<file path="src/hw/rtl/ldsch_pkg.sv">
// ---------------------------------------------------------------------------
// ldsch_pkg: shared constants and types of the LOOK disk scheduler
// Sizes of the request chain, register indexes, state codes and the link
// word that one cell hands to the next.
// ---------------------------------------------------------------------------
`default_nettype none

package ldsch_pkg;

  // Capacity of the request chain and width of a stored track
  localparam int MAX_REQUESTS = 16;
  localparam int TRACK_BITS   = 8;

  // Stored tracks are at least as wide as the 8-bit head register
  localparam int POS_W  = (TRACK_BITS > 8) ? TRACK_BITS : 8;
  localparam int CNT_W  = $clog2(MAX_REQUESTS + 1);
  localparam int IDX_W  = $clog2(MAX_REQUESTS);
  localparam int SEEK_W = 9;

  // Mask applied to an incoming 8-bit track
  localparam logic [7:0] REQ_MASK =
    (TRACK_BITS >= 8) ? 8'hFF : 8'((1 << TRACK_BITS) - 1);

  // Configuration register indexes
  localparam int CFG_IDX_W = 2;
  localparam logic [CFG_IDX_W-1:0] REG_START_HEAD = CFG_IDX_W'(0);
  localparam logic [CFG_IDX_W-1:0] REG_SWEEP_UP   = CFG_IDX_W'(1);

  typedef logic [POS_W-1:0] track_t;

  // gt: the cell is empty or holds a track above the incoming one
  typedef struct packed {
    logic   gt;
    track_t track;
  } link_t;

  typedef enum logic [1:0] {
    ST_LOAD,
    ST_FIND,
    ST_DRAIN
  } state_t;

endpackage

`default_nettype wire

</file>
<file path="src/hw/rtl/ldsch_if.sv">
// ---------------------------------------------------------------------------
// ldsch_if: channel interfaces of the LOOK disk scheduler
// Request, result and configuration write channels, each valid/ready.
// ---------------------------------------------------------------------------
`default_nettype none

interface ldsch_req_if;
  logic       valid;
  logic       ready;
  logic [7:0] request_track;
  logic       batch_end;

  modport source (output valid, request_track, batch_end, input ready);
  modport sink   (input valid, request_track, batch_end, output ready);
endinterface

interface ldsch_res_if;
  logic       valid;
  logic       ready;
  logic [7:0] served_track;
  logic [8:0] seek_total;
  logic       final_service;
  logic       overflow;

  modport source (output valid, served_track, seek_total, final_service, overflow,
                  input ready);
  modport sink   (input valid, served_track, seek_total, final_service, overflow,
                  output ready);
endinterface

interface ldsch_cfg_if;
  import ldsch_pkg::*;
  logic                 valid;
  logic                 ready;
  logic [CFG_IDX_W-1:0] index;
  logic [7:0]           data;

  modport source (output valid, index, data, input ready);
  modport sink   (input valid, index, data, output ready);
endinterface

`default_nettype wire

</file>
<file path="src/hw/rtl/look_disk_scheduler.sv">
// ---------------------------------------------------------------------------
// look_disk_scheduler: LOOK disk-arm scheduler
// Loads a batch of track requests into a sorted cell chain and serves them
// in LOOK order with a running seek distance.
//
//   channel  dir  word
//   req      in   request_track, batch_end
//   res      out  served_track, seek_total, final_service, overflow
//   cfg      in   index, data (0 start_head, 1 sweep_up)
//
// A request is taken every cycle while loading; the chain inserts in place.
// After the word with batch_end, a find state locates the head split; then
// one result leaves per cycle while res does not stall. The next batch
// loads while the final result still waits in the output register. A
// stall on res holds the drain. Reset is synchronous and needs no sweep of
// the chain.
// ---------------------------------------------------------------------------
`default_nettype none

module look_disk_scheduler (
  input  logic        clk,
  input  logic        rst,
  ldsch_req_if.sink   req,
  ldsch_res_if.source res,
  ldsch_cfg_if.sink   cfg
);
  import ldsch_pkg::*;

  state_t            state;
  state_t            state_next;
  logic [7:0]        start_head;
  logic              sweep_up;
  logic [CNT_W-1:0]  count;
  logic              dropped;
  logic [CNT_W-1:0]  first;
  logic [IDX_W-1:0]  k;
  track_t            pos;
  logic [SEEK_W-1:0] seek;

  logic              out_valid;
  logic [7:0]        out_track;
  logic [SEEK_W-1:0] out_seek;
  logic              out_final;
  logic              out_ovf;

  logic              req_ready;
  logic              find_en;
  logic              step;
  logic              req_fire;
  logic              insert;
  track_t            new_track;
  track_t            head_ext;
  logic [CNT_W-1:0]  chain_first;
  logic [CNT_W-1:0]  k_ext;
  logic [CNT_W-1:0]  rem;
  logic [CNT_W-1:0]  rd_pos;
  logic [IDX_W-1:0]  rd_idx;
  track_t            rd_track;
  track_t            diff;
  logic [SEEK_W-1:0] seek_sum;
  logic              last;

  // Handshakes and insert word
  assign req_fire  = req.valid && req_ready;
  assign insert    = req_fire && (count < CNT_W'(MAX_REQUESTS));
  assign new_track = POS_W'(req.request_track & REQ_MASK);
  assign head_ext  = POS_W'(start_head);
  assign req.ready = req_ready;
  assign cfg.ready = 1'b1;

  ldsch_chain u_chain (
    .clk       (clk),
    .insert    (insert),
    .count     (count),
    .new_track (new_track),
    .head      (head_ext),
    .rd_idx    (rd_idx),
    .rd_track  (rd_track),
    .first     (chain_first)
  );

  // Next state
  always_comb begin
    state_next = state;
    case (state)
      ST_LOAD: begin
        if (req_fire && req.batch_end) state_next = ST_FIND;
      end
      ST_FIND: state_next = ST_DRAIN;
      ST_DRAIN: begin
        if (step && last) state_next = ST_LOAD;
      end
      default: state_next = ST_LOAD;
    endcase
  end

  // State outputs
  always_comb begin
    req_ready = 1'b0;
    find_en   = 1'b0;
    step      = 1'b0;
    case (state)
      ST_LOAD:  req_ready = 1'b1;
      ST_FIND:  find_en   = 1'b1;
      ST_DRAIN: step      = !out_valid || res.ready;
      default: ;
    endcase
  end

  // LOOK order: map service number k to a chain slot
  always_comb begin
    k_ext = CNT_W'(k);
    rem   = count - first;
    if (sweep_up) begin
      rd_pos = (k_ext < rem) ? first + k_ext : count - CNT_W'(1) - k_ext;
    end else begin
      rd_pos = (k_ext < first) ? first - CNT_W'(1) - k_ext : k_ext;
    end
    rd_idx = rd_pos[IDX_W-1:0];
  end

  // Seek step
  always_comb begin
    diff     = (rd_track >= pos) ? rd_track - pos : pos - rd_track;
    seek_sum = seek + SEEK_W'(diff);
    last     = k_ext == (count - CNT_W'(1));
  end

  // Control registers
  always_ff @(posedge clk) begin
    if (rst) begin
      state      <= ST_LOAD;
      start_head <= '0;
      sweep_up   <= 1'b1;
      count      <= '0;
      dropped    <= 1'b0;
      out_valid  <= 1'b0;
    end else begin
      state <= state_next;
      if (cfg.valid) begin
        case (cfg.index)
          REG_START_HEAD: start_head <= cfg.data;
          REG_SWEEP_UP:   sweep_up   <= cfg.data[0];
          default: ;
        endcase
      end
      if (req_fire) begin
        if (insert) count <= count + CNT_W'(1);
        else        dropped <= 1'b1;
      end
      if (step && last) begin
        count   <= '0;
        dropped <= 1'b0;
      end
      if (step)           out_valid <= 1'b1;
      else if (res.ready) out_valid <= 1'b0;
    end
  end

  // Drain sequencer and output word
  always_ff @(posedge clk) begin
    if (find_en) begin
      first <= chain_first;
      k     <= '0;
      pos   <= head_ext;
      seek  <= '0;
    end
    if (step) begin
      k         <= k + IDX_W'(1);
      pos       <= rd_track;
      seek      <= seek_sum;
      out_track <= 8'(rd_track);
      out_seek  <= seek_sum;
      out_final <= last;
      out_ovf   <= dropped;
    end
  end

  assign res.valid         = out_valid;
  assign res.served_track  = out_track;
  assign res.seek_total    = out_seek;
  assign res.final_service = out_final;
  assign res.overflow      = out_ovf;

endmodule

`default_nettype wire

</file>
<file path="src/hw/rtl/ldsch_cell.sv">
// ---------------------------------------------------------------------------
// ldsch_cell: one slot of the sorted insertion chain
// Holds one track. On insert it keeps its track, takes the new track, or
// takes its left neighbor's track, so the chain stays sorted ascending.
// ---------------------------------------------------------------------------
`default_nettype none

module ldsch_cell (
  input  logic             clk,
  input  logic             occupied,
  input  logic             insert,
  input  ldsch_pkg::track_t new_track,
  input  ldsch_pkg::track_t head,
  input  ldsch_pkg::link_t  prev_link,
  output ldsch_pkg::link_t  link,
  output logic             below
);
  import ldsch_pkg::*;

  track_t track;
  track_t track_next;

  // Compare against the broadcast word and the head
  always_comb begin
    link.gt    = !occupied || (track > new_track);
    link.track = track;
    below      = occupied && (track < head);
  end

  // Left neighbor not above the new word: the new word lands here
  always_comb begin
    track_next = track;
    if (insert && link.gt) begin
      track_next = prev_link.gt ? prev_link.track : new_track;
    end
  end

  always_ff @(posedge clk) begin
    track <= track_next;
  end

endmodule

`default_nettype wire

</file>
<file path="src/hw/rtl/ldsch_chain.sv">
// ---------------------------------------------------------------------------
// ldsch_chain: row of insertion cells
// Keeps the batch sorted, reports how many entries lie below the head and
// reads one entry for the drain sequencer.
// ---------------------------------------------------------------------------
`default_nettype none

module ldsch_chain (
  input  logic                        clk,
  input  logic                        insert,
  input  logic [ldsch_pkg::CNT_W-1:0] count,
  input  ldsch_pkg::track_t           new_track,
  input  ldsch_pkg::track_t           head,
  input  logic [ldsch_pkg::IDX_W-1:0] rd_idx,
  output ldsch_pkg::track_t           rd_track,
  output logic [ldsch_pkg::CNT_W-1:0] first
);
  import ldsch_pkg::*;

  link_t                 links [MAX_REQUESTS+1];
  track_t                tracks [MAX_REQUESTS];
  logic [MAX_REQUESTS-1:0] occ;
  logic [MAX_REQUESTS:0]   below;

  // Cell 0 sees a neighbor that is never above the new word
  assign links[0] = '{gt: 1'b0, track: '0};
  assign below[MAX_REQUESTS] = 1'b0;

  // Occupancy is the filled prefix of the chain
  always_comb begin
    for (int i = 0; i < MAX_REQUESTS; i++) begin
      occ[i] = CNT_W'(i) < count;
    end
  end

  for (genvar g = 0; g < MAX_REQUESTS; g++) begin : g_cell
    ldsch_cell u_cell (
      .clk       (clk),
      .occupied  (occ[g]),
      .insert    (insert),
      .new_track (new_track),
      .head      (head),
      .prev_link (links[g]),
      .link      (links[g+1]),
      .below     (below[g])
    );
    assign tracks[g] = links[g+1].track;
  end

  // Below flags form a prefix of ones; the edge gives the split point
  always_comb begin
    first = '0;
    for (int i = 0; i < MAX_REQUESTS; i++) begin
      if (below[i] && !below[i+1]) begin
        first = first | CNT_W'(i + 1);
      end
    end
  end

  assign rd_track = tracks[rd_idx];

endmodule

`default_nettype wire

</file>
<file path="src/flat_wrapper.sv">
// flat-port wrapper written by rule: the top's interface ports become plain ports
module look_disk_scheduler_flat import ldsch_pkg::*;
  (clk, rst, req_valid, req_request_track, req_batch_end, req_ready, res_valid, res_served_track, res_seek_total, res_final_service, res_overflow, res_ready, cfg_valid, cfg_index, cfg_data, cfg_ready);
  ldsch_req_if req_i ();
  ldsch_res_if res_i ();
  ldsch_cfg_if cfg_i ();
  input  logic clk;
  input  logic rst;
  input wire logic [$bits(req_i.valid)-1:0] req_valid;
  input wire logic [$bits(req_i.request_track)-1:0] req_request_track;
  input wire logic [$bits(req_i.batch_end)-1:0] req_batch_end;
  output wire logic [$bits(req_i.ready)-1:0] req_ready;
  output wire logic [$bits(res_i.valid)-1:0] res_valid;
  output wire logic [$bits(res_i.served_track)-1:0] res_served_track;
  output wire logic [$bits(res_i.seek_total)-1:0] res_seek_total;
  output wire logic [$bits(res_i.final_service)-1:0] res_final_service;
  output wire logic [$bits(res_i.overflow)-1:0] res_overflow;
  input wire logic [$bits(res_i.ready)-1:0] res_ready;
  input wire logic [$bits(cfg_i.valid)-1:0] cfg_valid;
  input wire logic [$bits(cfg_i.index)-1:0] cfg_index;
  input wire logic [$bits(cfg_i.data)-1:0] cfg_data;
  output wire logic [$bits(cfg_i.ready)-1:0] cfg_ready;
  assign req_i.valid = req_valid;
  assign req_i.request_track = req_request_track;
  assign req_i.batch_end = req_batch_end;
  assign req_ready = req_i.ready;
  assign res_valid = res_i.valid;
  assign res_served_track = res_i.served_track;
  assign res_seek_total = res_i.seek_total;
  assign res_final_service = res_i.final_service;
  assign res_overflow = res_i.overflow;
  assign res_i.ready = res_ready;
  assign cfg_i.valid = cfg_valid;
  assign cfg_i.index = cfg_index;
  assign cfg_i.data = cfg_data;
  assign cfg_ready = cfg_i.ready;
  look_disk_scheduler u_core (.clk(clk), .rst(rst), .req(req_i), .res(res_i), .cfg(cfg_i));
endmodule
</file>
<file path="config.mk">
export PLATFORM = sky130hd
export DESIGN_NAME = look_disk_scheduler_flat
export DESIGN_NICKNAME = d
export VERILOG_FILES = /design/src/hw/rtl/ldsch_pkg.sv /design/src/hw/rtl/ldsch_if.sv /design/src/hw/rtl/look_disk_scheduler.sv /design/src/hw/rtl/ldsch_cell.sv /design/src/hw/rtl/ldsch_chain.sv /design/src/flat_wrapper.sv
export SDC_FILE = /design/constraint.sdc
export NUM_CORES = 1
export LEC_CHECK = 0
export BUFFER_PORTS_ARGS = -buffer_cell sky130_fd_sc_hd__buf_4
export CAP_MARGIN = 20
export CORE_ASPECT_RATIO = 1.5
export CORE_UTILIZATION = 55
export DETAILED_ROUTE_END_ITERATION = 10
export PLACE_DENSITY_LB_ADDON = 0.2
export SYNTH_ARGS = -nofsm -noshare
export SYNTH_HDL_FRONTEND = slang
export SYNTH_SLANG_ARGS = --single-unit
</file>
<file path="constraint.sdc">
create_clock -name clk -period 6.65 [get_ports clk]
set_input_delay 0.665 -clock clk [delete_from_list [all_inputs] [get_ports clk]]
set_output_delay 0.665 -clock clk [all_outputs]
set_load 0.01 [all_outputs]
</file>
==> impl_metrics.ini <==
[power_and_ir_drop]
p_leak_nw = 7.92
power_frac_seq = 0.291
p_switching_mw = 2.03
p_comb_frac = 0.513
ir_worst_vdd_uv = 203
clkPwrFrac = 0.196
p_int_mw = 3.64
sw_frac_of_total = 0.358
p_per_area_nw_per_um2 = 298

[floorplanning]
core-area_um2 = 28600
start_util = 0.557
ios = 46
row_count = 76
fp.dieArea_um2 = 29700
die_w_um = 141
die_h_um = 211

[cells_and_area]
areaGrowthSynthToFinish_pct = 19.1
nets = 1997
finish.instance_area_um2 = 19000
fill_cells = 2236
insertedDiodeCount = 0
mostFrequentLayoutCells = 273 x ha_1, 173 x edfxtp_1, 155 x buf_4
drive_gt1_frac = 0.243
final_util = 0.664
layout_commonest_cell = ha_1

[yosys]
synthArstFlopShare = 0
yosys.area.top_type = edfxtp_1
synth-seq-cells = 191
synthFlopType = edfxtp_1
ys_seq_area_frac = 0.348
synth_fp_nets = 1853
ys_types = 60
synth_edf_count = 173
synth_top_cell_area_share = 0.326
synth.area.top_cells = edfxtp_1 33%, ha_1 22%, mux2_2 8.0%
synthesis.instances = 1544
synth_warnings = 0
synth_area_per_cell_um2 = 10.3
syn_area_um2 = 15900

[worst_setup_path]
crit_path_max_incr_delay_ns = 0.55
ff2ff_path_depth = 37
startpoint = u_core.first[1]$_SDFFCE_PP1P_
r2r_slack_ns = -0.13
worst_setup_path_end_kind = flip-flop
cp.arrival_ns = 7.01
required_ns = 6.88
crit_path_frequent_cell = buf_6
critPathKind = reg2reg
cp_max_fo = 7
startpoint_type = flip-flop
worstSetupEndpoint = u_core.seek[8]$_SDFFCE_PN0P_
reg2reg_to = u_core.seek[8]$_SDFFCE_PN0P_
cpMaxStageDelayCell = fa_2
crit-reg2reg-launch = u_core.first[1]$_SDFFCE_PP1P_

[cts]
clock_latency_ns = 0.47
path_clk_slew_ns = 0.07
cts_tree = yes
cts_sinks = 191
cts_buffers = 17
clk_path_buf_depth = 2
h-tree-depth = 4
root_buffer = clkbuf_16

[timing]
final.setup.worst_slack_ns = -0.134
drv_slew = 0
finClkSkew_ns = 0.0120
worstMarginPinSlew_ns = 1.12
slew_headroom = 0.253
fin_crit_sh = 1.02
rsz0062_at_grt = yes
fin_crit_ns = 6.78
setup_viol = 4
hold_viol_final = 0
fmax_mhz = 147

[drt]
vias = 13600
drt-total-wl_mm = 52.9
first_pass_iters = 5
routedWlPerCell_um = 25.3
postRouteAntennaNets = 0
drc = 0
drt_iter0_drc = 1016
routed_via_density = 6.50

[global_routing]
grt_max_degree = 37
grt.total_usage = 0.364
grt_pass1_vias = 13500
overflow = 0
antenna_found_initial = 0
grt_pass1_wl_mm = 79.3

[hold_path]
min_path_type = in2reg

[placed_design]
port_buffers = 44
place_area_um2 = 17400
dpl_worst_slack_ns = -0.311
globalplace.congestion = 0.953
dp.final_hpwl_mm = 37.2

[flow_run]
cap_viol_max_count = 0

[outcome]
violations = negative setup slack
run_status = complete, but fails checks
-- how the worst min path moves through the flow --
stage                                startpoint                              end  slack, ns  depth (start not counted)
finish                              cfg_data[6]  u_core.head_ext[6]$_SDFFE_PP0P_       0.42                          3
global route                        cfg_data[0]     u_core.sweep_up$_SDFFE_PP1P_       0.43                          2
CTS                                 cfg_data[0]     u_core.sweep_up$_SDFFE_PP1P_       0.41                          2
detailed placement  u_core.dropped$_SDFFE_PP0P_    u_core.res.overflow$_DFFE_PP_       0.44                          0
global placement    u_core.dropped$_SDFFE_PP0P_    u_core.res.overflow$_DFFE_PP_       0.42                          0
floorplan           u_core.dropped$_SDFFE_PP0P_    u_core.res.overflow$_DFFE_PP_       0.41                          0
-- final cells by class --
cell class                 instances  area, µm²  area share
inverter                          74        280      0.0148
sequential                       191       5560       0.293
timing repair buffer             178       1530      0.0806
clock buffer                      17        425      0.0224
multi-input combinational       1226      10500       0.554
clock inverter                    15        190      0.0100
tap                              390        488      0.0257
-- layer usage --
layer  routed length [µm]  part of all wire  up-vias  track usage
met5                    0                 0        -            0
met4                 2930             0.055        0        0.203
met3                 3550             0.067      195       0.0604
met2                26200              0.49      624        0.632
met1                20200              0.38     6610        0.425
li1                     -                 -     6159            -
-- power by group through the flow --
stage | sequential, mW | clock [mW] | combinational (mW)
6_report | 1.65 | 1.11 | 2.90
3_3_place_gp | 1.66 | 0 | 2.11
2_1_floorplan | 1.60 | 0 | 1.33
3_5_place_dp | 1.66 | 0 | 2.19
5_1_grt | 1.65 | 1.15 | 3.15
4_1_cts | 1.63 | 1.12 | 2.45
-- synthesized netlist by cell type (3+ instances only) --
| cell type | n |
|---|---|
| mux2i_1 | 15 |
| and4_1 | 5 |
| o21bai_1 | 6 |
| a221oi_1 | 3 |
| edfxtp_1 | 173 |
| o21a_1 | 19 |
| and2_1 | 9 |
| buf_2 | 6 |
| nand3_1 | 49 |
| nor4bb_1 | 12 |
| dfxtp_1 | 18 |
| a2111oi_0 | 32 |
| a21boi_0 | 6 |
| a2111o_1 | 4 |
| mux2_2 | 114 |
| a21oi_1 | 90 |
| or2_2 | 16 |
| fa_1 | 7 |
| clkbuf_1 | 40 |
| a21o_1 | 62 |
| and3_1 | 35 |
| nor4_1 | 6 |
| nor2b_1 | 33 |
| inv_1 | 72 |
| nor3_1 | 9 |
| nand4_1 | 43 |
| nand2_1 | 56 |
| nand2b_1 | 40 |
| a31oi_1 | 9 |
| nor2_1 | 77 |
| xnor2_1 | 18 |
| buf_1 | 8 |
| o21ai_1 | 3 |
| o2111ai_1 | 6 |
| ha_1 | 278 |
| xor2_1 | 13 |
| a211oi_1 | 11 |
| o21ai_0 | 115 |
-- worst max-delay path: cells and delay by family, from the launching register on --
kind	cells	cell delay, ns
AOI/OAI and AO/OA	12	1.58
xor gates and xnor gates	2	0.27
adders and majority gates	5	1.61
buffers and inverters	9	1.03
DFF	1	0.37
muxes	4	1.05
and+or+nand+nor	5	0.62
-- registers in the layout, summed over array words and instances (netlist names), 2 cells and up --
| signal | flops |
|---|---|
| u_core.u_chain.g_cell.u_cell.track | 128 |
| u_core.res.seek_total | 9 |
| u_core.seek | 9 |
| u_core.head_ext | 8 |
| u_core.pos | 8 |
| u_core.res.served_track | 8 |
| u_core.count | 5 |
| u_core.first | 5 |
| u_core.k | 4 |
| u_core.state | 2 |
-- stage by stage --
| stage | total power [mW] | std cells | setup TNS [ns] | hold WS, ns |
|---|---|---|---|---|
| global route | 5.95 | 2091 | -2.18 | 0.427 |
| CTS | 5.20 | 2075 | 0 | 0.406 |
| global placement | 3.77 | 2023 | -0.576 | 0.419 |
| finish | 5.66 | 2091 | -0.305 | 0.422 |
| floorplan | 2.93 | 1544 | 0 | 0.409 |
| detailed placement | 3.84 | 2023 | -1.03 | 0.435 |
-- logic make-up (layout without fill, tap and decap cells) --
family          count (synthesis)  after routing  synth area share
fa+ha+maj                     285            285             0.227
other cells                     1              1          0.000235
compound gates                381            382             0.151
xor+xnor                       31             31            0.0170
buf+inv                       129            284            0.0311
simple gates                  396            396             0.134
mux                           130            131            0.0908
flops                         191            191             0.348
-- what timing repair did --
action / in CTS / in global routing
resized for setup: 61 / 75
buffers inserted: 16 / 20
hold buffers: 0 / 0
pin swaps: 22 / 38
gates cloned: 4 / 0
setup endpoints to repair: 7 / 11
(Power assumes the default switching activity.)
